`config.mk`:
```
export PLATFORM = sky130hd
export DESIGN_NAME = gme_sqrt
export DESIGN_NICKNAME = d
export VERILOG_FILES = /design/src/rtl/gradient_magnitude_edge_assert.svh /design/src/rtl/gme_pkg.sv /design/src/rtl/gme_sqrt.sv
export SDC_FILE = /design/constraint.sdc
export NUM_CORES = 1
export LEC_CHECK = 0
export ABC_AREA = 0
export BUFFER_PORTS_ARGS = -buffer_cell sky130_fd_sc_hd__buf_2
export CAP_MARGIN = 5
export CORE_AREA = 3 3 127 129
export DETAILED_ROUTE_END_ITERATION = 16
export DIE_AREA = 0 0 130 132
export PLACE_DENSITY = 0.58
export SLEW_MARGIN = 5
export SYNTH_ARGS = -nofsm -noshare
export SYNTH_HDL_FRONTEND = slang
export SYNTH_SLANG_ARGS = --single-unit
export TNS_END_PERCENT = 30
```
`constraint.sdc`:
```
create_clock -name clk -period 9.9 [get_ports clk]
set_input_delay 0.495 -clock clk [delete_from_list [all_inputs] [get_ports clk]]
set_output_delay 0.495 -clock clk [all_outputs]
set_load 0.1 [all_outputs]
```
`src/rtl/gradient_magnitude_edge_assert.svh`:
```
// assertion macros for the gradient magnitude block
`ifndef GRADIENT_MAGNITUDE_EDGE_ASSERT_SVH
`define GRADIENT_MAGNITUDE_EDGE_ASSERT_SVH
`ifndef SYNTHESIS
`define GME_ASSERT(lbl, prop, msg) \
	lbl: assert property (@(posedge clk) disable iff (!arst_n) (prop)) else $error(msg);
`define GME_ASSERT_NEXT(lbl, ante, cons, msg) \
	lbl: assert property (@(posedge clk) disable iff (!arst_n) (ante) |=> (cons)) \
		else $error(msg);
`else
`define GME_ASSERT(lbl, prop, msg)
`define GME_ASSERT_NEXT(lbl, ante, cons, msg)
`endif
`endif

```
`src/rtl/gme_pkg.sv`:
```
// shared types and constants of the gradient magnitude block
package gme_pkg;
	localparam int PIX_W = 8;
	localparam int SQ_W = 21;
	localparam logic [SQ_W-1:0] SAT_LIMIT = 21'd65280;

	localparam logic [1:0] MODE_DIFF = 2'd0;
	localparam logic [1:0] MODE_ROBERTS = 2'd1;

	localparam logic [1:0] CFG_MODE = 2'd0;
	localparam logic [1:0] CFG_WIDTH = 2'd1;
	localparam logic [1:0] CFG_HEIGHT = 2'd2;

	typedef enum logic [2:0] {
		S_IDLE,
		S_READ,
		S_PICK,
		S_GRAD,
		S_SQ,
		S_ROOT,
		S_OUT
	} state_t;

	typedef struct packed {
		logic done;
		logic [7:0] mag;
	} sqrt_res_t;
endpackage

```
`src/rtl/gme_sqrt.sv`:
```
// bit-serial rounded square root, saturated at 255
module gme_sqrt (
	input  logic clk,
	input  logic arst_n,
	input  logic start,
	input  logic [gme_pkg::SQ_W-1:0] n,
	output gme_pkg::sqrt_res_t res
);
	import gme_pkg::*;

	logic [SQ_W-1:0] n_q;
	logic [7:0] root_q;
	logic [2:0] step_q;
	logic [7:0] mag_q;
	logic busy_q, rnd_q, done_q;
	logic [7:0] trial;
	logic [15:0] tsq;
	logic [16:0] rr;

	always_comb begin
		trial = root_q | (8'd1 << step_q);
		tsq = 16'(trial) * 16'(trial);
		rr = 17'(root_q) * 17'(root_q) + 17'(root_q);
	end

	always_ff @(posedge clk or negedge arst_n) begin
		if (!arst_n) begin
			busy_q <= 1'b0;
			rnd_q <= 1'b0;
			done_q <= 1'b0;
		end else begin
			done_q <= 1'b0;
			if (start) begin
				busy_q <= 1'b1;
			end else if (busy_q) begin
				if (step_q == 3'd0) begin
					busy_q <= 1'b0;
					rnd_q <= 1'b1;
				end
			end else if (rnd_q) begin
				rnd_q <= 1'b0;
				done_q <= 1'b1;
			end
		end
	end

	always_ff @(posedge clk) begin
		if (start) begin
			n_q <= n;
			root_q <= 8'd0;
			step_q <= 3'd7;
		end else if (busy_q) begin
			if (SQ_W'(tsq) <= n_q) root_q <= trial;
			step_q <= step_q - 3'd1;
		end else if (rnd_q) begin
			// round up when n lies above (root + 0.5)^2
			if (n_q > SAT_LIMIT) mag_q <= 8'hFF;
			else if (n_q > SQ_W'(rr)) mag_q <= root_q + 8'd1;
			else mag_q <= root_q;
		end
	end

	assign res.done = done_q;
	assign res.mag = mag_q;
endmodule

```
==> impl_metrics.tcl <==
set metrics [dict create \
    ir_worst_vdd_mv 0.0860 \
    crit_path_end_kind "register" \
    vias_per_cell 5.10 \
    ff2ff_setup_slack_ns 2.44 \
    first_iter_violations 263 \
    cts_tree "built" \
    h-tree-depth 2 \
    finalCritPeriodShare 0.753 \
    synth_seq_cells 43 \
    route.detailed.drc 0 \
    total_power_mw 0.621 \
    rsz0062_at_grt "no" \
    drive_above_1_share 0.0791 \
    clk_pin_slew_worst_paths_ns 0.06 \
    cts_buffers 5 \
    path_buf_inv 4 \
    ys_warn_count 0 \
    diodes 0 \
    slew_violations 0 \
    cpMaxStageDelayCell "a21oi_1" \
    worstPathMaxFanout 10 \
    synth.area.top_cells "ha_1, fa_1, edfxtp_1, inv_1, nor2_1" \
    cap_violations 0 \
    hp-class "in -> reg" \
    die-area_um2 17200 \
    die_h_um 132 \
    status "completed" \
    io_buffers 32 \
    rows 45 \
    pin_count 33 \
    worstSetupPathType "reg -> reg" \
    finalSetupTns_ns 0 \
    synthArstFlopShare 0.0698 \
    place_inst 862 \
    clk_path_buf_depth 2 \
    critPathLaunchType "register" \
    synth.cell_area_um2 5980 \
    yosysMostFrequentCell "inv_1" \
    avgSynthCellArea_um2 9.15 \
    drt_pre_antenna_iters 5 \
    start_util 0.395 \
    utilization 0.429 \
    syn_nets 836 \
    synthCells 654 \
    cts_root_buf "clkbuf_16" \
    p_leak_nw 3.22 \
    synth_area_leader_cell "ha_1" \
    r2r_end "root_q[6]" \
    ys.flop_type "edfxtp_1" \
    finalSetupViolCount 0 \
    fmax_mhz 134 \
    synth_edf_count 29 \
    hold_viol 0 \
    overflow 0 \
    drt-total-wl_um 13200 \
    clock_latency_ns 0.29 \
    core_um2 15100 \
    place_congestion 0.890 \
    min_to "n_q[6]" \
    synth_commonest_cells "inv_1, ha_1, nor2_1" \
    path_cells "inv_1 > ha_1 > a21oi_1 > or2_2 > inv_1 > fa_1 > fa_1 > inv_1 > fa_1 > fa_1 > inv_1 > ha_1 > o21ai_0 > nand2b_1 > a31oi_1 > nor2_1 > a221oi_1 > xnor2_1 > ha_1 > nand4_1 > nor4_1 > o211ai_1 > a32oi_1 > a211oi_1" \
    stdcell_count 871 \
    min_from "n[6]" \
    max_stage_delay_ns 0.81 \
    yosys.area.top_type_share 0.207 \
    dp_hpwl_um 11000 \
    track_usage 0.164 \
    grt_max_degree 38 \
    slew_headroom 0.274 \
    r2r_cells 24 \
    clock-sinks 43 \
    nNetsFinal 864 \
    antenna_found_initial 0 \
    period_needed_ns 7.46 \
    r2r-start "step_q[0]" \
    p_per_area_nw_per_um2 95.4 \
    hold_depth 1 \
    grt_pass1_wl_um 22800 \
    die_w_um 130 \
    worstMarginPinSlew_ns 1.08 \
    cp.required_ns 10.02 \
    vias 4438 \
    critical_path.top_delay_family "adder cells" \
    area_growth_pct 8.66 \
    finClkSkew_ns 0.00715 \
    ys_types 57 \
    wire_per_inst_um 15.1 \
    ant_nets 0 \
    cp.arrival_ns 7.58 \
    grt_pass1_vias 4645 \
    synth-seq-area-share 0.195 \
]
==> routing by layer <==
layer | up-vias | part of all wire | GRT usage
li1 | 2225 | - | -
met1 | 2084 | 0.47 | 0.228
met2 | 114 | 0.47 | 0.266
met3 | 15 | 0.050 | 0.0308
met4 | 0 | 0.014 | 0.0375
met5 | - | 0 | 0
==> per-stage QoR <==
stage / hold WS (ns) / area [µm²] / worst slack, ns
final: 0.380 / 6500 / 2.44
after global routing: 0.373 / 6500 / 1.83
after detailed placement: 0.293 / 6320 / 2.58
after CTS: 0.375 / 6500 / 2.50
after floorplan: 0.199 / 5980 / 3.54
after global placement: 0.293 / 6320 / 2.75
==> area by class of cell <==
class | instances | area (µm²)
Fill cell | 1455 | 8640
Multi-Input combinational cell | 465 | 4260
Sequential cell | 43 | 1170
Inverter | 134 | 503
Tap cell | 188 | 235
Timing Repair Buffer | 33 | 170
Clock buffer | 7 | 164
Clock inverter | 1 | 5.00
==> where the power goes <==
part	switching [mW]	internal, mW	leakage, nW
sequential	0.0156	0.204	0.396
combinational	0.131	0.0915	2.73
clock	0.0640	0.115	0.0850
==> worst max path at each step <==
stage / start / to / slack [ns] / cells after the start
after floorplan: step_q[0] / root_q[2] / 3.54 / 24
after global placement: step_q[0] / root_q[2] / 2.75 / 24
after detailed placement: step_q[1] / root_q[6] / 2.58 / 25
after CTS: step_q[1] / root_q[6] / 2.50 / 25
after global routing: step_q[1] / root_q[7] / 1.83 / 25
final: step_q[0] / root_q[6] / 2.44 / 24
==> cell usage in the layout (no fill, tap or decap), types with 11 or more instances in the layout <==
| cell type | Yosys | layout |
|---|---|---|
| nor2_1 | 60 | 60 |
| a21oi_1 | 33 | 33 |
| a21o_1 | 11 | 11 |
| ha_1 | 99 | 99 |
| fa_1 | 59 | 59 |
| edfxtp_1 | 29 | 29 |
| o21ai_0 | 15 | 15 |
| inv_1 | 130 | 130 |
| xnor2_1 | 23 | 23 |
| dfxtp_1 | 11 | 11 |
| buf_2 | 0 | 32 |
| nand2_1 | 33 | 33 |
| a211oi_1 | 12 | 12 |
==> what timing repair did <==
item / CTS / global route
setup buffers: 0 / 0
gates resized for setup: 0 / 0
endpoints found under the hold margin: 3 / 0
hold buffers: 1 / 0
==> logic make-up (layout without fill, tap and decap cells) <==
group | count (synthesis) | after routing | synth area share
AOI/OAI and AO/OA | 106 | 106 | 0.116
xor gates and xnor gates | 33 | 33 | 0.0483
adders and majority gates | 158 | 158 | 0.404
buffers and inverters | 146 | 175 | 0.0935
DFF | 43 | 43 | 0.195
muxes | 2 | 2 | 0.00335
other | 2 | 2 | 0.00125
and+or+nand+nor | 164 | 164 | 0.138
==> sequential cells by signal, summed over array words and instances, names as in the netlist <==
signal and cells:
rnd_q 1, busy_q 1, root_q 8, n_q 21, step_q 3, mag_q 8, done_q 1
(Power assumes the default switching activity.)
